===== config.mk =====
export PLATFORM = sky130hd
export DESIGN_NAME = kse_ctrl
export DESIGN_NICKNAME = d
export VERILOG_FILES = /design/src/hw/rtl/kse_pkg.sv /design/src/hw/rtl/kse_ctrl.sv
export SDC_FILE = /design/constraint.sdc
export NUM_CORES = 1
export LEC_CHECK = 0
export BUFFER_PORTS_ARGS = -buffer_cell sky130_fd_sc_hd__buf_2
export CORE_MARGIN = 1.5
export CORE_UTILIZATION = 45
export CTS_CLUSTER_DIAMETER = 80
export DETAILED_ROUTE_END_ITERATION = 10
export HOLD_SLACK_MARGIN = 0.12
export PLACE_DENSITY = 0.76
export SLEW_MARGIN = 10
export SYNTH_ARGS = -nofsm -noshare
export SYNTH_HDL_FRONTEND = slang
export SYNTH_SLANG_ARGS = --single-unit
export TNS_END_PERCENT = 1

===== constraint.sdc =====
create_clock -name clk -period 1.9 [get_ports clk]
set_clock_uncertainty 0.05 [all_clocks]
set_input_delay 0.19 -clock clk [delete_from_list [all_inputs] [get_ports clk]]
set_output_delay 0.19 -clock clk [all_outputs]
set_load 0.01 [all_outputs]

===== src/hw/rtl/kse_pkg.sv =====
// ============================================================================
// kse_pkg : shared types and constants of the key sort engine
// Controller states, the control word that goes to every cell, register
// indexes and default sizes.
// ============================================================================
package kse_pkg;

    // width of the key and sorted_key ports
    localparam int FIELD_W         = 32;

    // defaults for the top-level parameters
    localparam int DEPTH_DEF       = 64;
    localparam int KEY_WIDTH_DEF   = 32;

    // configuration register indexes
    localparam logic REG_DESCENDING = 1'b0;
    localparam logic REG_SIGNED     = 1'b1;

    typedef enum logic [1:0] {
        ST_LOAD,
        ST_SORT,
        ST_OUT
    } kse_state_t;

    // control word broadcast along the cell chain
    typedef struct packed {
        logic load;     // cell at the fill position takes the incoming key
        logic sort_en;  // compare-exchange pass in progress
        logic phase;    // 0: pairs start at even cells, 1: at odd cells
        logic shift;    // move every key one cell towards the head
        logic desc;     // descending order
        logic sgn;      // two's complement keys
    } kse_ctrl_t;

endpackage


===== src/hw/rtl/kse_ctrl.sv =====
// ============================================================================
// kse_ctrl : sequencer of the key sort engine
// Tracks fill count and overflow, runs the sort passes, counts out results
// and holds the two configuration registers.
// ============================================================================
module kse_ctrl
    import kse_pkg::*;
#(
    parameter int DEPTH  = DEPTH_DEF,
    localparam int CNT_W = $clog2(DEPTH + 1)
)
(
    input  logic             clk,
    input  logic             rst_n,
    input  logic             in_valid,
    input  logic             last,
    output logic             in_stall,
    output logic             out_valid,
    input  logic             out_stall,
    output logic             end_of_run,
    output logic             dropped,
    input  logic             cfg_we,
    input  logic             cfg_index,
    input  logic             cfg_data,
    output kse_ctrl_t        ctrl,
    output logic [CNT_W-1:0] count
);

    localparam int PASS_W = $clog2(DEPTH);

    kse_state_t        state_reg, state_next;
    logic [CNT_W-1:0]  count_reg, count_next;
    logic [PASS_W-1:0] pass_reg,  pass_next;
    logic              drop_reg,  drop_next;
    logic              desc_reg,  desc_next;
    logic              sgn_reg,   sgn_next;
    logic              in_acc;
    logic              out_acc;
    logic              full;
    logic              last_pass;

    assign in_acc    = in_valid && !in_stall;
    assign out_acc   = out_valid && !out_stall;
    assign full      = (count_reg == CNT_W'(DEPTH));
    assign last_pass = (pass_reg == PASS_W'(DEPTH - 1));

    // next state
    always_comb
    begin
        state_next = state_reg;
        unique case (state_reg)
            ST_LOAD:
            begin
                if (in_acc && last)
                begin
                    state_next = ST_SORT;
                end
            end
            ST_SORT:
            begin
                if (last_pass)
                begin
                    state_next = ST_OUT;
                end
            end
            ST_OUT:
            begin
                if (out_acc && (count_reg == CNT_W'(1)))
                begin
                    state_next = ST_LOAD;
                end
            end
            default:
            begin
                state_next = ST_LOAD;
            end
        endcase
    end

    // counters and flags
    always_comb
    begin
        count_next = count_reg;
        pass_next  = pass_reg;
        drop_next  = drop_reg;
        unique case (state_reg)
            ST_LOAD:
            begin
                pass_next = '0;
                if (in_acc)
                begin
                    if (full)
                    begin
                        drop_next = 1'b1;
                    end
                    else
                    begin
                        count_next = count_reg + CNT_W'(1);
                    end
                end
            end
            ST_SORT:
            begin
                pass_next = pass_reg + PASS_W'(1);
            end
            ST_OUT:
            begin
                if (out_acc)
                begin
                    count_next = count_reg - CNT_W'(1);
                    if (count_reg == CNT_W'(1))
                    begin
                        drop_next = 1'b0;
                    end
                end
            end
            default:
            begin
                count_next = '0;
                drop_next  = 1'b0;
            end
        endcase
    end

    // configuration registers
    always_comb
    begin
        desc_next = desc_reg;
        sgn_next  = sgn_reg;
        if (cfg_we)
        begin
            unique case (cfg_index)
                REG_DESCENDING: desc_next = cfg_data;
                REG_SIGNED:     sgn_next  = cfg_data;
                default:        desc_next = desc_reg;
            endcase
        end
    end

    // outputs
    always_comb
    begin
        in_stall     = 1'b1;
        out_valid    = 1'b0;
        ctrl.load    = 1'b0;
        ctrl.sort_en = 1'b0;
        ctrl.shift   = 1'b0;
        ctrl.phase   = pass_reg[0];
        ctrl.desc    = desc_reg;
        ctrl.sgn     = sgn_reg;
        unique case (state_reg)
            ST_LOAD:
            begin
                in_stall  = 1'b0;
                ctrl.load = in_valid && !full;
            end
            ST_SORT:
            begin
                ctrl.sort_en = 1'b1;
            end
            ST_OUT:
            begin
                out_valid  = 1'b1;
                ctrl.shift = out_acc;
            end
            default:
            begin
                in_stall = 1'b1;
            end
        endcase
    end

    assign count      = count_reg;
    assign end_of_run = (count_reg == CNT_W'(1));
    assign dropped    = drop_reg;

    always_ff @(posedge clk or negedge rst_n)
    begin
        if (!rst_n)
        begin
            state_reg <= ST_LOAD;
            count_reg <= '0;
            pass_reg  <= '0;
            drop_reg  <= 1'b0;
            desc_reg  <= 1'b0;
            sgn_reg   <= 1'b0;
        end
        else
        begin
            state_reg <= state_next;
            count_reg <= count_next;
            pass_reg  <= pass_next;
            drop_reg  <= drop_next;
            desc_reg  <= desc_next;
            sgn_reg   <= sgn_next;
        end
    end

endmodule


==> results of run 1 <==
## cell usage in the layout (no fill, tap or decap), drive strengths merged, types with 4 or more instances in the layout
cell     n
nand2    8
nor2b    4
clkbuf   4
inv      7
buf     35
o21ai    7
ha       5
nor2     8
dfrtp   18
## per-stage QoR
step	std cells	utilization, %
after floorplan	120	-
after global placement	176	54.38
after detailed placement	176	54.38
after CTS	183	57.08
after global routing	183	57.44
final	183	57.44
## power groups by stage
| stage | combinational, mW | clock [mW] | sequential (mW) |
|---|---|---|---|
| after floorplan | 0.594 | 0 | 0.705 |
| after global placement | 0.936 | 0 | 0.649 |
| after detailed placement | 0.973 | 0 | 0.659 |
| after CTS | 0.983 | 0.246 | 0.652 |
| after global routing | 1.10 | 0.260 | 0.675 |
| final | 0.986 | 0.241 | 0.657 |
## path summary, 6_finish.rpt
path,startpoint,endpoint,slack (ns),cells after the start
min in group asynchronous,rst_n,count[5],0.29,2
worst max-delay path,count[3],ctrl[5],-0.0008,3
max in group asynchronous,rst_n,pass_reg[5],1.22,2
worst min register to register,desc_reg,desc_reg,0.47,1
worst min-delay path,cfg_we,sgn_reg,0.16,3
worst max register to register,count[3],dropped,0.12,4
## metal layers
layer | vias to the layer above | track usage [%] | routed length (um)
li1 | 504 | - | -
met2 | 43 | 29.67 | 1166
met5 | - | 0 | 0
met1 | 479 | 26.42 | 1162
met3 | 8 | 5.278 | 183
met4 | 0 | 8.974 | 51
## cells by family (layout without fill, tap and decap cells)
family                   count (synthesis)  after routing  share of synthesized area (%)
AO/OA/AOI/OAI                           29             29                          18.53
XOR/XNOR                                 2              2                          1.517
adder cells (fa/ha/maj)                  5              5                          5.417
buffers and inverters                   16             49                          7.475
flip-flops                              18             18                          39.00
multiplexers                             4              4                          3.792
AND/OR/NAND/NOR                         46             46                          24.27
## what timing repair did
| action | 4_1_cts | 5_1_grt |
|---|---|---|
| buffers inserted | 0 | 0 |
| hold endpoints to repair | 21 | 0 |
| gates resized for setup | 0 | 2 |
| hold buffers | 3 | 0 |
| endpoints found under the setup margin | 0 | 4 |
## critical path, cell delays in order, from the launching register on
cell	delay, ns
dfrtp_1	0.39
or4_4	0.59
o211a_1	0.25
buf_2	0.14
## layout make-up
type | instances | area share [%]
tap | 30 | 2.662
clock buffer | 4 | 2.573
inverter | 7 | 1.863
multi-input combinational | 86 | 44.45
sequential | 18 | 31.94
timing repair buffer | 38 | 16.50
==> flow_summary.ini, run 1 <==
[outcome]
status = complete, but fails checks
violations = setup timing

[place]
dpl.hpwl_um = 1955
dp_slack_ns = 0.03438
place_area_um2 = 1335
io_buffers = 24
place_congestion = 0.7982

[clock_network]
htreeDepth = 1
clkTransAtPathRegs_ns = 0.10
numCtsBuffers = 3
cts_buffer_depth = 2
root_buffer = clkbuf_4
cts_tree = yes
clk_latency_ns = 0.30
clkSinkCount = 18

[synthesis]
synth_top_area_share_pct = 39.00
netlist_area_um2 = 1155
yosys-top-cells-area = dfrtp_1, ha_1, o21ai_0
yosys_register_bits = 18
synthArstFlopShare_pct = 100.0
ys_top_cells_by_count = dfrtp_1, nand2_1, nor2_1, inv_1, o21ai_0
yosysTopAreaCell = dfrtp_1
yosys_warnings = 0
syn-num-nets = 133
ys.flop_type = dfrtp_1
synth.most_common_cell = dfrtp_1
syn-mean-instance-area_um2 = 9.624
yosysUniqueCellTypes = 49
seq_area_frac_synth_pct = 39.00
synth_edf_count = 0
syn_inst = 120

[die]
dieArea_um2 = 2879
fp.coreArea_um2 = 2455
dieHeight_um = 53.66
start_util_pct = 47.04
num_rows = 18
die_w_um = 53.66
pin_count = 25

[power]
clkPwrFrac_pct = 12.8
power.internal_mw = 1.101
pwr-share-seq_pct = 34.9
powerDensity_nw_per_um2 = 1337
ir_drop_uv = 989.4
p_switching_uw = 783.8
p_leak_nw = 0.6606
total_power_mw = 1.885
pwr-share-comb_pct = 52.3
p_sw_share_pct = 41.58

[grt]
grt_usage_pct = 19.73
antenna_found_initial = 0
overflow = 0
grt_pass1_wl_um = 4098
grt_pass1_vias = 923
grt_max_degree = 19

[sta]
hold-worst-slack_ns = 0.1607
fin_crit_sh_pct = 100.0
maxSlewHeadroom_pct = 72.40
maxSlewViolCount = 0
fin_tns_setup_ns = -0.0008463
tightestPinTransition_ns = 0.4141
finalWorstSetupSlack_ns = -0.0008463
min_period_ns = 1.901
fmax_mhz = 526.1
setup_viol = 1
finalHoldViolCount = 0
rsz0062_at_grt = true

[critical_path]
crit_path_end_kind = output pin
cp_max_fo = 5
start_kind = register
required_ns = 1.66
crit_arrival_ns = 1.66
path_class = reg2out

[routing]
drtPass1Iterations = 5
routed_via_density = 5.650
drcViolationCount = 0
wl_per_cell_um = 14.01
vias = 1034
drt-initial-drc-count = 18
final_antenna_net_count = 0
wl_um = 2563

[cells_and_area]
largest_register_ffs = 7
fin_nets = 167
drive_gt1_share_pct = 32.03
fill_cells = 205
area_delta_synth_final_pct = 22.10
n_antenna_cell = 0
seq_area_um2 = 450.4
final_area_um2 = 1410
multiInputGateArea_um2 = 626.9

[run]
cap_viol_max_count = 0

[worst_hold_path]
hold_path_class = in2reg
No activity file was read; power rests on OpenSTA's default activity.
==> run 2, diff against run 1 <==
CAP_MARGIN = 20   (was default)
GPL_TIMING_DRIVEN = 0   (was default)
==> run 2 against run 1 <==
  * Maximum frequency is 0.69% lower
  * Sequential power up 5.6%
  * Via count increased by 2.0%
  * Worst hold slack got worse by 0.050 ns
  * The flow still finishes with violations (setup timing)
  * Critical path type unchanged
==> flow_summary.ini, run 2 (synthesis gave the netlist of run 1 again) <==
[routing]
drcViolationCount = 0
drt-initial-drc-count = 15
routed_via_density = 5.765
final_antenna_net_count = 0
drtPass1Iterations = 4
wl_per_cell_um = 13.78
wl_um = 2522
vias = 1055

[worst_hold_path]
hold_path_class = in2reg

[die]
fp.coreArea_um2 = 2455
num_rows = 18
die_w_um = 53.66
dieHeight_um = 53.66
start_util_pct = 47.04
dieArea_um2 = 2879
pin_count = 25

[critical_path]
crit_path_end_kind = output pin
start_kind = register
required_ns = 1.66
cp_max_fo = 5
path_class = reg2out
ff2ff_setup_slack_ns = 0.02
crit_arrival_ns = 1.67

[cells_and_area]
fill_cells = 230
largest_register_ffs = 7
n_antenna_cell = 0
multiInputGateArea_um2 = 630.6
final_common_cell = buf_2
area_delta_synth_final_pct = 22.75
fin_nets = 167
seq_area_um2 = 456.7
drive_gt1_share_pct = 35.95
utilization_pct = 57.75
final_cell_mix = buf_2, dfrtp_1, nand2_1

[sta]
min_period_ns = 1.914
fin_crit_sh_pct = 100.7
tightestPinTransition_ns = 0.5617
maxSlewHeadroom_pct = 62.55
maxSlewViolCount = 0
rsz0062_at_grt = true
finalHoldViolCount = 0
setup_viol = 1
finalWorstSetupSlack_ns = -0.01405
hold-worst-slack_ns = 0.1108
fmax_mhz = 522.5

[grt]
grt_pass1_vias = 860
grt_usage_pct = 18.90
overflow = 0
grt_max_degree = 19
antenna_found_initial = 0
grt_pass1_wl_um = 3898

[clock_network]
numCtsBuffers = 3
cts_buffer_depth = 2
clk_latency_ns = 0.30
clkSinkCount = 18
root_buffer = clkbuf_4
cts_tree = yes
htreeDepth = 1
clkTransAtPathRegs_ns = 0.11

[outcome]
violations = setup timing
status = complete, but fails checks

[power]
powerDensity_nw_per_um2 = 1340
ir_drop_uv = 868.1
total_power_mw = 1.899
p_leak_nw = 0.6519

[place]
dpl.hpwl_um = 1764
io_buffers = 24
dp_slack_ns = -0.09249
place_congestion = 0.8003

[run]
cap_viol_max_count = 0
run 2: cell count changes in the layout (fill, tap and decap cells not counted), sizes merged:
cell / delta
buf: -1
clkbuf: +2
dlygate4sd3: -1
run 2: worst paths after layout:
path                           from            to  cells past startpoint
setup reg to reg           count[3]      count[3]                      5
min in group asynchronous     rst_n      count[5]                      2
hold / removal                 last  state_reg[0]                      3
hold reg to reg             sgn_reg       sgn_reg                      1
max in group asynchronous     rst_n  state_reg[1]                      2
setup / recovery           count[3]       ctrl[5]                      3
run 2: cell type report:
cell class	count	share of cell area, %
plain buffers	9	4.766
multi-input cells	86	44.48
flip-flops and latches	18	32.22
well taps	30	2.648
repair buffers	29	11.47
inverters	7	1.853
clock buffers	4	2.560
run 2: where the power goes:
part | switching (mW) | internal, mW | total, mW | leakage (nW)
clock network | 0.126 | 0.117 | 0.243 | 0.0210
registers | 0.166 | 0.528 | 0.694 | 0.212
logic | 0.497 | 0.465 | 0.962 | 0.419
total | 0.789 | 1.11 | 1.90 | 0.652
run 2: routing by layer:
layer  track usage [%]  vias up  routed length [um]
li1                  -      503                   -
met1             25.35      519                1170
met2             29.47       29                1207
met3             3.333        4                 110
met4             8.974        0                  33
met5                 0        -                   0
run 2: stage by stage:
stage               area, um2  instances   TNS, ns
floorplan                1155        120         0
global placement         1313        174   -0.2480
detailed placement       1313        174   -0.5273
CTS                      1409        183  -0.02070
global route             1418        183   -0.3777
finish                   1418        183  -0.01405
run 2: critical path: stages, from the launching register on:
cell and delay, ns:
dfrtp_2 0.43, or4_4 0.59, o211a_1 0.23, buf_2 0.13
run 2: what timing repair did:
action,4_1_cts,5_1_grt
cloned,0,0
endpoints found under the hold margin,20,0
pin swaps,3,1
hold buffers,2,0
buffers inserted,3,0
endpoints found under the setup margin,12,10
gates resized for setup,9,5
