## src/hw/rtl/kse_pkg.sv

```systemverilog
// ============================================================================
// kse_pkg : shared types and constants of the key sort engine
// Controller states, the control word that goes to every cell, register
// indexes and default sizes.
// ============================================================================
package kse_pkg;

    // width of the key and sorted_key ports
    localparam int FIELD_W         = 32;

    // defaults for the top-level parameters
    localparam int DEPTH_DEF       = 64;
    localparam int KEY_WIDTH_DEF   = 32;

    // configuration register indexes
    localparam logic REG_DESCENDING = 1'b0;
    localparam logic REG_SIGNED     = 1'b1;

    typedef enum logic [1:0] {
        ST_LOAD,
        ST_SORT,
        ST_OUT
    } kse_state_t;

    // control word broadcast along the cell chain
    typedef struct packed {
        logic load;     // cell at the fill position takes the incoming key
        logic sort_en;  // compare-exchange pass in progress
        logic phase;    // 0: pairs start at even cells, 1: at odd cells
        logic shift;    // move every key one cell towards the head
        logic desc;     // descending order
        logic sgn;      // two's complement keys
    } kse_ctrl_t;

endpackage

```

## src/hw/rtl/kse_cell.sv

```systemverilog
// ============================================================================
// kse_cell : one cell of the sorting chain
// Holds one key. Loads at its own fill position, compare-exchanges with one
// neighbour per sort pass, and takes its right neighbour's key on a shift.
// ============================================================================
module kse_cell
    import kse_pkg::*;
#(
    parameter int DEPTH     = DEPTH_DEF,
    parameter int KEY_WIDTH = KEY_WIDTH_DEF,
    parameter int INDEX     = 0,
    localparam int CNT_W    = $clog2(DEPTH + 1)
)
(
    input  logic                 clk,
    input  kse_ctrl_t            ctrl,
    input  logic [CNT_W-1:0]     count,
    input  logic [KEY_WIDTH-1:0] key_in,
    input  logic [KEY_WIDTH-1:0] left_key,
    input  logic [KEY_WIDTH-1:0] right_key,
    output logic [KEY_WIDTH-1:0] key_q
);

    localparam logic [KEY_WIDTH-1:0] SIGN_MASK = KEY_WIDTH'(1) << (KEY_WIDTH - 1);
    localparam logic IDX_ODD  = ((INDEX % 2) == 1);
    localparam logic HAS_LEFT = (INDEX > 0);

    logic [KEY_WIDTH-1:0] key_reg;
    logic [KEY_WIDTH-1:0] key_next;
    logic [KEY_WIDTH-1:0] own_ord;
    logic [KEY_WIDTH-1:0] left_ord;
    logic [KEY_WIDTH-1:0] right_ord;
    logic                 is_left;
    logic                 left_role_ok;
    logic                 right_role_ok;

    // maps a key so that plain unsigned order is the output order
    function automatic logic [KEY_WIDTH-1:0] ord_val(
        input logic [KEY_WIDTH-1:0] k,
        input logic                 desc,
        input logic                 sgn
    );
        ord_val = k ^ ({KEY_WIDTH{sgn}} & SIGN_MASK) ^ {KEY_WIDTH{desc}};
    endfunction

    assign own_ord   = ord_val(key_reg,   ctrl.desc, ctrl.sgn);
    assign left_ord  = ord_val(left_key,  ctrl.desc, ctrl.sgn);
    assign right_ord = ord_val(right_key, ctrl.desc, ctrl.sgn);

    assign is_left       = (ctrl.phase == IDX_ODD);
    // both cells of a pair must lie inside the run
    assign left_role_ok  = (count > CNT_W'(INDEX + 1));
    assign right_role_ok = HAS_LEFT && (count > CNT_W'(INDEX));

    always_comb
    begin
        key_next = key_reg;
        if (ctrl.load && (count == CNT_W'(INDEX)))
        begin
            key_next = key_in;
        end
        else if (ctrl.sort_en)
        begin
            if (is_left)
            begin
                if (left_role_ok && (own_ord > right_ord))
                begin
                    key_next = right_key;
                end
            end
            else
            begin
                if (right_role_ok && (left_ord > own_ord))
                begin
                    key_next = left_key;
                end
            end
        end
        else if (ctrl.shift)
        begin
            key_next = right_key;
        end
    end

    always_ff @(posedge clk)
    begin
        key_reg <= key_next;
    end

    assign key_q = key_reg;

endmodule

```

## config.mk

```make
export PLATFORM = sky130hd
export DESIGN_NAME = kse_cell
export DESIGN_NICKNAME = d
export VERILOG_FILES = /design/src/hw/rtl/kse_pkg.sv /design/src/hw/rtl/kse_cell.sv
export SDC_FILE = /design/constraint.sdc
export NUM_CORES = 1
export LEC_CHECK = 0
export ABC_AREA = 1
export BUFFER_PORTS_ARGS = -buffer_cell sky130_fd_sc_hd__clkbuf_2
export CORE_UTILIZATION = 40
export DETAILED_ROUTE_END_ITERATION = 10
export PLACE_DENSITY = 0.82
export SETUP_SLACK_MARGIN = 0.05
export SLEW_MARGIN = 20
export SYNTH_ARGS = -nofsm -noshare
export SYNTH_HDL_FRONTEND = slang
export SYNTH_SLANG_ARGS = --single-unit
```

## constraint.sdc

```tcl
create_clock -name clk -period 5.89 [get_ports clk]
set_input_delay 1.178 -clock clk [delete_from_list [all_inputs] [get_ports clk]]
set_output_delay 1.178 -clock clk [all_outputs]
set_load 0.005 [all_outputs]
```

==> results by group, run 1 <==
Status
  – Run status: finished clean

Synthesis
  – Synth Area in XOR/XNOR: 20.5%
  – Synth Area in Simple Gates: 22.0%
  – Post-Syn Area: 0.00278 mm^2
  – Gate Count Post-Synth: 329
  – Flop and latch count out of synthesis: 32
  – Sequential area share after synthesis: 34.6%
  – Yosys warns: 0
  – Mapped Nets: 471
  – Largest family of logic cells by synthesized area: simple AND/OR/NAND/NOR gates
  – Syn avg cell area: 8.44 um^2
  – Synth Area in Adders: 14.4%
  – Multiplexer area fraction after synthesis: 0%
  – Complex-gate fraction of the synthesized area: 3.61%
  – Library cells used by synthesis: 19

Clocking
  – Max clock buf depth: 2
  – Clock Latency Late Sink: 0.28 ns
  – Reg clk slew, reported paths: 0.07 ns
  – Total of cells resized after clock tree synthesis: 0
  – Post-CTS repair timing setup buffer count: 0
  – Htree depth: 2
  – CTS Root Cell: clkbuf_8
  – CTS Hold Buffers Added: 0
  – CTS tree: built
  – CTS Sinks: 32
  – Total CTS buffers: 5

Final layout
  – Most common cell after layout, fill and taps aside: nand2_1
  – Fillers: 644
  – Max reg flops: 32
  – Commonest cells after routing, fill and taps aside: 137 x nand2_1, 108 x clkbuf_2, 33 x xor2_1
  – Final core occ: 52.6%
  – Post-layout nets: 578
  – Area delta synth->final: 23.8%
  – Diodes inserted: 0
  – Share of cells above drive strength 1: 27.8%

Power
  – Pwr/cell area: 200 mW/mm^2
  – Worst VDD drop: 0.0000964 V
  – Pleak: 1.76 nW

Global routing
  – Vias in the first global route: 2446
  – Initial antenna violation count: 0
  – GRT Util Overall: 18.3%
  – First-pass GRT wire length: 10500 um
  – Largest net degree at the start of global routing: 41
  – Grt total ovfl: 0

Drt
  – Routed wire length: 6290 um
  – DRC viols: 0
  – Number of vias per cell: 4.73
  – Vias: 2426
  – Initial DRC count: 70
  – Routed WL per cell: 12.3 um
  – ANT nets after route: 0
  – TritonRoute pass-1 iters: 4

Timing
  – Tcrit/Tclk final: 64.6%
  – Slew @ Worst Pin: 0.583 ns
  – Total negative setup slack: 0 ns
  – Hold Fails Final Rpt: 0
  – Slew margin rel.: 61.1%
  – Peak Freq: 0.263 GHz
  – Layout Skew: 0.00666 ns
  – Min Tclk post-route: 3.80 ns
  – Final slew viol count: 0
  – Setup-failing EPs final: 0
  – RSZ-0062 raised after global routing: no

Critical path
  – Slowest stage delay, CP: 0.47 ns
  – Buffers and inverters on the worst path: 3
  – Worst path most repeated cell: nand2_1
  – WP data arrival: 3.77 ns
  – Family with the most delay on the worst path: buffers and inverters
  – Setup crit start kind: input pin
  – CP Class: in2reg
  – Critical path data required time: 5.86 ns
  – CP Capture Type: flip-flop
  – Slowest CP cell: buf_4
  – CP cell instances: buf_4 -> buf_4 -> xor2_1 -> ha_1 -> nand2_1 -> nor2_1 -> nand2_1 -> nand2_1 -> nand2_1 -> nand2_1 -> nand2_1 -> nand2_1 -> nand2_1 -> nand2_1 -> buf_4
  – CP max FO: 40

Floorplanning
  – Die Span X: 85.3 um
  – Initial Utilization: 42.5%
  – Core area: 0.00653 mm^2
  – Die ar.: 0.00728 mm^2
  – Die Ht: 85.3 um
  – IO Pins: 142
  – Row cnt: 29

Placement
  – Global placer's final weighted congestion: 0.779
  – HPWL after DPL: 4960 um
  – IO Port Bufs: 109

Flow run
  – Max Cap Viol: 0

Hold path
  – Min-delay worst type: in2reg
cells in the mapped netlist:
master    instances  area share [%]
nand2_1         137              19
xor2_1           33              10
edfxtp_1         32              35
ha_1             32              14
xnor2_1          32              10
a21oi_1          15             2.7
nor2_1           13             1.8
inv_1            10             1.4
buf_2             7             1.3
buf_4             3            0.81
buf_6             3             1.2
nand3_1           2            0.36
nand4_1           2            0.45
nor3_1            2            0.36
o21ai_0           2            0.36
a21o_1            1            0.27
inv_2             1            0.14
nor3_4            1            0.59
o21a_1            1            0.27
through the flow:
step                      instance area (um^2)  cells  hold slack [ns]  total power [mW]  worst slack [ns]
after floorplan                           2780    329             1.36             0.450              2.28
after global placement                    3360    506             1.36             0.525              1.80
after detailed placement                  3360    506             1.39             0.537              1.75
after CTS                                 3440    513             1.15             0.702              2.06
after global routing                      3440    513             1.16             0.744              1.79
final                                     3440    513             1.17             0.688              2.09
metal layers:
metal / part of all wire [%] / wire length (um) / track usage [%]
met5: 0 / 0 / 0
met4: 0.75 / 47 / 4.85
met2: 52 / 3250 / 35.6
met3: 5.0 / 312 / 4.38
met1: 43 / 2680 / 19.6
worst min-delay path, delay by kind of cell:
kind | cells | cell delay [ns]
AND/OR/NAND/NOR | 2 | 0.09
buffers and inverters | 1 | 0.07
worst paths after layout:
kind         cells after the start         to  slack, ns        from
max reg2reg                     11  key_q[17]       3.45   key_q[23]
max                             15  key_q[17]       2.09     ctrl[1]
min reg2reg                      7   key_q[3]       1.38    key_q[0]
min                              3  key_q[20]       1.17  key_in[20]
cell families after synthesis:
logic type,count (synthesis)
AND/OR/NAND/NOR,157
buffers and inverters,24
flip-flops,32
adder cells (fa/ha/maj),32
XOR/XNOR,65
AO/OA/AOI/OAI,19
power by group:
group          switching [mW]  internal, mW
sequential             0.0132         0.278
clock                  0.0774        0.0803
combinational           0.127         0.111
total                   0.218         0.470
final cells by class:
| class | instances | area, um^2 | area share (%) |
|---|---|---|---|
| sequential | 32 | 961 | 28.0 |
| tap | 77 | 96.3 | 2.80 |
| timing repair buffer | 113 | 578 | 16.8 |
| inverter | 11 | 41.3 | 1.20 |
| multi-input combinational | 273 | 1680 | 48.9 |
| clock buffer | 6 | 72.6 | 2.11 |
| clock inverter | 1 | 5.00 | 0.146 |
No activity file was read; power rests on OpenSTA's default activity.
==> run 2, diff against run 1 <==
clock period = 3.95 ns   (was 5.89 ns; I/O delays follow)
==> run 2 against run 1 <==
Net effect: non-clock buffer count unchanged; total power rose by 61%; worst hold slack worse by 0.40 ns; critical path depth is the same; first-iteration DRC count is 37% higher; combinational power increased by 51%; global-route usage increased by 0.47 points; via count is 1.2% higher; count of clock-buffer cells in the layout down 1; utilization up 0.63 points.
==> results by group, run 2 (synthesis gave the netlist of run 1 again) <==
Critical path
  – Buffers and inverters on the worst path: 4 (was 3)
  – Slowest CP cell: buf_4 (unchanged)
  – Setup crit start kind: input pin (unchanged)
  – CP max FO: 41 (was 40)
  – CP Class: in2reg (unchanged)
  – Worst path most repeated cell: nand2_1 (unchanged)
  – Critical path data required time: 3.91 ns (was 5.86 ns)
  – Slowest stage delay, CP: 0.32 ns (was 0.47 ns)
  – CP cell instances: buf_4 -> buf_12 -> xor2_1 -> ha_1 -> nand2_1 -> nor2_1 -> nand2_1 -> inv_1 -> nand2_1 -> nand2_1 -> nand2_1 -> nand2_1 -> nand2_1 -> nand2_1 -> buf_4 (was buf_4 -> buf_4 -> xor2_1 -> ha_1 -> nand2_1 -> nor2_1 -> nand2_1 -> nand2_1 -> nand2_1 -> nand2_1 -> nand2_1 -> nand2_1 -> nand2_1 -> nand2_1 -> buf_4)
  – WP data arrival: 2.89 ns (was 3.77 ns)
  – CP Capture Type: flip-flop (unchanged)
  – Family with the most delay on the worst path: buffers and inverters (unchanged)

Drt
  – Number of vias per cell: 4.78 (was 4.73)
  – Initial DRC count: 96 (was 70)
  – ANT nets after route: 0 (unchanged)
  – DRC viols: 0 (unchanged)
  – TritonRoute pass-1 iters: 6 (was 4)
  – Vias: 2455 (was 2426)
  – Routed wire length: 6390 um (was 6290 um)
  – Routed WL per cell: 12.4 um (was 12.3 um)

Final layout
  – Final Non-Filler Cells: 514 (was 513)
  – Diodes inserted: 0 (unchanged)
  – Commonest cells after routing, fill and taps aside: 137 x nand2_1, 108 x clkbuf_2, 33 x xor2_1 (unchanged)
  – Most common cell after layout, fill and taps aside: nand2_1 (unchanged)
  – Area delta synth->final: 25.3% (was 23.8%)
  – Area occupied by multi-input gates: 0.00168 mm^2 (unchanged)
  – Share of cells above drive strength 1: 27.7% (was 27.8%)
  – Fillers: 601 (was 644)
  – Fin area: 0.00348 mm^2 (was 0.00344 mm^2)
  – Post-layout nets: 578 (unchanged)
  – Max reg flops: 32 (unchanged)
  – Sequential cell area: 961 um^2 (unchanged)

Clocking
  – Post-CTS repair timing setup buffer count: 0 (unchanged)
  – Htree depth: 2 (unchanged)
  – Total of cells resized after clock tree synthesis: 0 (unchanged)
  – CTS Sinks: 32 (unchanged)
  – CTS Hold Buffers Added: 0 (unchanged)
  – Reg clk slew, reported paths: 0.07 ns (about the same)
  – CTS Root Cell: clkbuf_8 (unchanged)
  – Max clock buf depth: 2 (unchanged)
  – Clock Latency Late Sink: 0.28 ns (about the same)
  – CTS tree: built (unchanged)
  – Total CTS buffers: 5 (unchanged)

Timing
  – Slew @ Worst Pin: 0.629 ns (was 0.583 ns)
  – RSZ-0062 raised after global routing: no (unchanged)
  – Final slew viol count: 0 (unchanged)
  – Min Tclk post-route: 2.93 ns
  – Layout Skew: 0.00624 ns (was 0.00666 ns)
  – Total negative setup slack: 0 ns (unchanged)
  – Setup-failing EPs final: 0 (unchanged)
  – Tcrit/Tclk final: 74.2%
  – Peak Freq: 0.341 GHz
  – Hold Fails Final Rpt: 0 (unchanged)
  – Slew margin rel.: 57.9% (was 61.1%)

Placement
  – Placed cells: 506 (unchanged)
  – IO Port Bufs: 109 (unchanged)
  – Global placer's final weighted congestion: 0.775 (was 0.779)
  – Placed Area: 0.00337 mm^2 (was 0.00336 mm^2)
  – HPWL after DPL: 5050 um (was 4960 um)

Global routing
  – First-pass GRT wire length: 10900 um (was 10500 um)
  – Grt total ovfl: 0 (unchanged)
  – GRT Util Overall: 18.7% (was 18.3%)
  – Vias in the first global route: 2530 (was 2446)
  – Largest net degree at the start of global routing: 42 (was 41)
  – Initial antenna violation count: 0 (unchanged)

Power
  – Comb pwr share: 32.4% (was 34.7%)
  – Worst VDD drop: 0.000160 V (was 0.0000964 V)
  – Reg power frac: 39.2% (was 42.4%)
  – Pwr/cell area: 319 mW/mm^2 (was 200 mW/mm^2)
  – Net switching power: 343 uW (was 218 uW)
  – Pleak: 1.78 nW (was 1.76 nW)
  – Internal power: 767 uW (was 470 uW)
  – Pwr Total: 1.11 mW (was 688 uW)
  – Clock network power share: 28.4% (was 22.9%)
  – Switch share: 30.9% (was 31.7%)

Flow run
  – Max Cap Viol: 0 (unchanged)

Floorplanning
  – Die Span X: 85.3 um (unchanged)
  – Core area: 0.00653 mm^2 (unchanged)
  – IO Pins: 142 (unchanged)
  – Initial Utilization: 42.5% (unchanged)
  – Die ar.: 0.00728 mm^2 (unchanged)
  – Die Ht: 85.3 um (unchanged)
  – Row cnt: 29 (unchanged)

Hold path
  – Min-delay worst type: in2reg (unchanged)

Status
  – Run status: finished clean (unchanged)
==> run 2: changes by cell type in the layout (fill, tap and decap cells not counted) <==
cell,previous run,this run
clkinv_1,0,2
clkinv_2,1,0
clkbuf_1,1,0
buf_4,5,4
buf_12,0,1
bufinv_16,0,1
==> run 2: metal layers <==
| metal | GRT usage (%) | vias to the layer above | share of wire (%) |
|---|---|---|---|
| li1 | - | 1272 | - |
| met1 | 21.6 | 1097 | 43 |
| met2 | 35.1 | 75 | 51 |
| met3 | 3.11 | 11 | 4.6 |
| met4 | 6.06 | 0 | 1.6 |
| met5 | 0 | - | 0 |
==> run 2: final timing paths <==
path | startpoint | end | slack, ns | depth (start not counted)
worst max-delay path | ctrl[1] | key_q[1] | 1.02 | 15
worst min-delay path | key_in[12] | key_q[12] | 0.77 | 3
worst max register to register | key_q[31] | key_q[1] | 1.68 | 11
worst min register to register | key_q[23] | key_q[30] | 1.38 | 9
==> run 2: final cells by class <==
class                      instances  share of cell area [%]
multi-input combinational        273                    48.4
sequential                        32                    27.6
timing repair buffer             113                    17.0
tap                               77                    2.77
clock buffer                       5                    1.98
inverter                          11                    1.19
clock inverter                     3                    1.08
==> run 2: per-stage QoR <==
stage | utilization (%) | worst slack, ns | hold WS, ns
final | 53.2 | 1.02 | 0.771
after global routing | 53.2 | 0.732 | 0.781
after CTS | 53.2 | 0.997 | 0.764
after global placement | 51.6 | 0.744 | 1.06
after floorplan | - | 0.725 | 0.969
after detailed placement | 51.6 | 0.700 | 1.07
==> run 2: worst register-to-register path, stage by stage (launching register included) <==
cell	delay, ns
edfxtp_1	0.43
xor2_1	0.19
ha_1	0.31
nand2_1	0.07
nor2_1	0.14
nand2_1	0.09
nor2_1	0.17
nand2_1	0.07
nand2_1	0.05
nand2_1	0.04
nand2_1	0.07
buf_4	0.31
==> run 2: power by group through the flow <==
stage / logic, mW / clock network (mW) / registers, mW
final: 0.360 / 0.315 / 0.435
after global routing: 0.416 / 0.331 / 0.437
after CTS: 0.366 / 0.323 / 0.435
after detailed placement: 0.364 / 0 / 0.443
after global placement: 0.344 / 0 / 0.441
after floorplan: 0.227 / 0 / 0.444
==> run 3, diff against run 2 <==
ABC_AREA = 0   (was 1)
clock period = 2.9 ns   (was 3.95 ns; I/O delays follow)
==> run 3 against run 2 <==
Net effect: register-to-register slack got worse by 1.3 ns; utilization grew 3.0 points; sequential power increased by 36%; flip-flop and latch count unchanged; combinational power up 52%; final area rose by 9.9%; die area is 1.5% higher; cell count fell by 12%; area after synthesis grew 1.5%; clock skew decreased by 0.0017 ns.
==> results by group, run 3 <==
Clocking
  – Htree depth: 2 (unchanged)
  – Total CTS buffers: 5 (unchanged)
  – Clock Latency Late Sink: 0.28 ns (about the same)
  – CTS Root Cell: clkbuf_8 (unchanged)
  – CTS Sinks: 32 (unchanged)
  – Max clock buf depth: 2 (unchanged)
  – CTS tree: built (unchanged)
  – Post-CTS repair timing setup buffer count: 0 (unchanged)
  – Reg clk slew, reported paths: 0.07 ns (about the same)

Floorplanning
  – Initial Utilization: 41.5% (was 42.5%)
  – Die Ht: 85.9 um (was 85.3 um)
  – Die ar.: 0.00738 mm^2 (was 0.00728 mm^2)
  – Die Span X: 85.9 um (was 85.3 um)
  – Core area: 0.00679 mm^2 (was 0.00653 mm^2)
  – Row cnt: 30 (was 29)
  – IO Pins: 142 (unchanged)

Flow run
  – Max Cap Viol: 0 (unchanged)

Timing
  – Final setup margin: 0.188 ns (was 1.02 ns)
  – Min Tclk post-route: 2.71 ns
  – Worst hold slack: 0.592 ns (was 0.771 ns)
  – RSZ-0062 raised after global routing: no (unchanged)
  – Layout Skew: 0.00458 ns (was 0.00624 ns)
  – Peak Freq: 0.369 GHz
  – Slew margin rel.: 70.6% (was 57.9%)
  – Tcrit/Tclk final: 93.5%
  – Final slew viol count: 0 (unchanged)
  – Slew @ Worst Pin: 0.437 ns (was 0.629 ns)
  – Hold Fails Final Rpt: 0 (unchanged)
  – Setup-failing EPs final: 0 (unchanged)
  – Total negative setup slack: 0 ns (unchanged)

Power
  – Pwr Total: 1.56 mW (was 1.11 mW)
  – Pleak: 1.83 nW (was 1.78 nW)
  – Comb pwr share: 35.0% (was 32.4%)
  – Pwr/cell area: 409 mW/mm^2 (was 319 mW/mm^2)
  – Reg power frac: 37.8% (was 39.2%)
  – Internal power: 1.10 mW (was 767 uW)
  – Net switching power: 460 uW (was 343 uW)
  – Clock network power share: 27.1% (was 28.4%)
  – Worst VDD drop: 0.000215 V (was 0.000160 V)
  – Switch share: 29.4% (was 30.9%)

Global routing
  – Vias in the first global route: 2210 (was 2530)
  – Largest net degree at the start of global routing: 23 (was 42)
  – First-pass GRT wire length: 10100 um (was 10900 um)
  – GRT Util Overall: 17.8% (was 18.7%)
  – Initial antenna violation count: 0 (unchanged)
  – Grt total ovfl: 0 (unchanged)

Synthesis
  – Synth Flop Type: edfxtp_1 (unchanged)
  – Leading cell type by number of instances after synthesis: xnor2_1 (was nand2_1)
  – Syn avg cell area: 12.5 um^2 (was 8.44 um^2)
  – Mapped Nets: 367 (was 471)
  – Sequential area share after synthesis: 34.1% (was 34.6%)
  – Yosys warns: 0 (unchanged)
  – Post-synth top area share: 34.1% (was 34.6%)
  – Flop and latch count out of synthesis: 32 (unchanged)
  – Top cells by instance count after synthesis: 33 x xnor2_1, 32 x edfxtp_1, 32 x ha_1, 32 x xor2_1, 29 x mux2_4 (was 137 x nand2_1, 33 x xor2_1, 32 x edfxtp_1, 32 x ha_1, 32 x xnor2_1)
  – Post-Syn Area: 0.00282 mm^2 (was 0.00278 mm^2)
  – Gate Count Post-Synth: 225 (was 329)
  – Synth async-reset ratio: 0% (unchanged)
  – Top cells by area, synth: edfxtp_1 34%, mux2_4 15%, ha_1 14%, xnor2_1 10%, xor2_1 9.9% (was edfxtp_1 35%, nand2_1 19%, ha_1 14%, xor2_1 10%, xnor2_1 10%)
  – Largest area contributor in the netlist: edfxtp_1 (unchanged)
  – EDFF count, synth: 32 (unchanged)
  – Library cells used by synthesis: 29 (was 19)

Drt
  – Wire length on met2: 3430 um (was 3270 um)
  – Routed wire length: 6390 um (unchanged)
  – TritonRoute pass-1 iters: 4 (was 6)
  – Number of vias per cell: 4.78 (about the same)
  – Wire length on met1: 2580 um (was 2730 um)
  – Initial DRC count: 36 (was 96)
  – ANT nets after route: 0 (unchanged)
  – Max Used Layer: met4 (unchanged)
  – Vias: 2156 (was 2455)
  – DRC viols: 0 (unchanged)
  – Routed WL per cell: 14.2 um (was 12.4 um)
  – Met3 WL post-DR: 228 um (was 291 um)

Placement
  – Placed Area: 0.00368 mm^2 (was 0.00337 mm^2)
  – Setup WS pre-CTS: -0.188 ns (was 0.700 ns)
  – IO Port Bufs: 109 (unchanged)
  – Global placer's final weighted congestion: 0.739 (was 0.775)
  – HPWL after DPL: 5180 um (was 5050 um)

Final layout
  – Post-layout nets: 496 (was 578)
  – Max reg flops: 32 (unchanged)
  – Commonest cells after routing, fill and taps aside: 108 x clkbuf_2, 32 x xor2_1, 32 x xnor2_1, 32 x ha_1, 32 x edfxtp_1 (was 137 x nand2_1, 108 x clkbuf_2, 33 x xor2_1)
  – Diodes inserted: 0 (unchanged)
  – Fillers: 577 (was 601)
  – Area delta synth->final: 35.7% (was 25.3%)
  – Share of cells above drive strength 1: 50.1% (was 27.7%)
  – Most common cell after layout, fill and taps aside: clkbuf_2 (was nand2_1)
  – Fin area: 0.00382 mm^2 (was 0.00348 mm^2)

Critical path
  – CP Capture Type: flip-flop (unchanged)
  – Slowest CP cell: a221o_1 (was buf_4)
  – Critical path data required time: 2.94 ns (was 3.91 ns)
  – WP data arrival: 2.76 ns (was 2.89 ns)
  – Setup crit start kind: input pin (unchanged)
  – CP Class: in2reg (unchanged)
  – CP cell instances: buf_6 -> buf_4 -> xor2_1 -> ha_1 -> nand4_1 -> nor2_1 -> a221o_1 -> o31ai_2 -> o2111ai_4 -> buf_12 (was buf_4 -> buf_12 -> xor2_1 -> ha_1 -> nand2_1 -> nor2_1 -> nand2_1 -> inv_1 -> nand2_1 -> nand2_1 -> nand2_1 -> nand2_1 -> nand2_1 -> nand2_1 -> buf_4)
  – CP max FO: 17 (was 41)
  – Slowest stage delay, CP: 0.34 ns (was 0.32 ns)
  – FF-to-FF path depth: 8 (was 11)

Hold path
  – Min-delay worst type: in2reg (unchanged)
  – Cell count of the worst hold path: 2 (was 3)

Status
  – Run status: finished clean (unchanged)
==> run 3: worst paths after layout <==
kind / start / end / slack (ns)
setup / recovery: ctrl[1] / key_q[1] / 0.19
setup reg to reg: key_q[25] / key_q[1] / 0.42
hold / removal: key_in[5] / key_q[5] / 0.59
hold reg to reg: key_q[31] / key_q[27] / 1.25
==> run 3: power groups by stage <==
| stage | sequential [mW] | combinational [mW] | clock (mW) |
|---|---|---|---|
| 4_1_cts | 0.592 | 0.548 | 0.440 |
| 3_5_place_dp | 0.602 | 0.544 | 0 |
| 5_1_grt | 0.596 | 0.614 | 0.456 |
| 2_1_floorplan | 0.603 | 0.326 | 0 |
| 6_report | 0.592 | 0.548 | 0.424 |
| 3_3_place_gp | 0.600 | 0.520 | 0 |
==> run 3: routing by layer <==
| metal | track usage [%] | vias to the layer above |
|---|---|---|
| met5 | 0 | - |
| li1 | - | 1089 |
| met2 | 33.6 | 71 |
| met1 | 19.0 | 982 |
| met4 | 7.88 | 0 |
| met3 | 3.46 | 14 |
==> run 3: stage by stage <==
stage                     instances  util (%)
after floorplan                 225         -
after detailed placement        442      54.1
after global placement          442      54.1
after CTS                       450      55.7
after global routing            451      56.3
final                           451      56.3
==> run 3: cell families after synthesis <==
kind of cell	Yosys count	synth area share, %
xor+xnor	65	20.2
flops	32	34.1
simple gates	26	6.08
buf+inv	11	2.53
mux	32	16.7
fa+ha+maj	32	14.2
compound gates	27	6.22
==> run 3: critical path, delay by kind of cell <==
kind,cells,cell delay [ns]
and+or+nand+nor,2,0.23
xor gates and xnor gates,1,0.19
buffers and inverters,3,0.60
adders and majority gates,1,0.28
AOI/OAI and AO/OA,3,0.86
==> run 3: area by class of cell <==
cell class                 instances  area [um^2]  area share [%]
tap                               96          120            3.14
clock inverter                     3         37.5           0.982
clock buffer                       5         68.8            1.80
multi-input combinational        182         1840            48.0
inverter                           1         3.75          0.0982
timing repair buffer             132          796            20.8
sequential                        32          961            25.1
==> run 3: what timing repair did <==
action	4_1_cts	5_1_grt
gates resized for setup	0	4
endpoints found under the hold margin	0	0
hold buffers	0	0
setup endpoints to repair	0	32
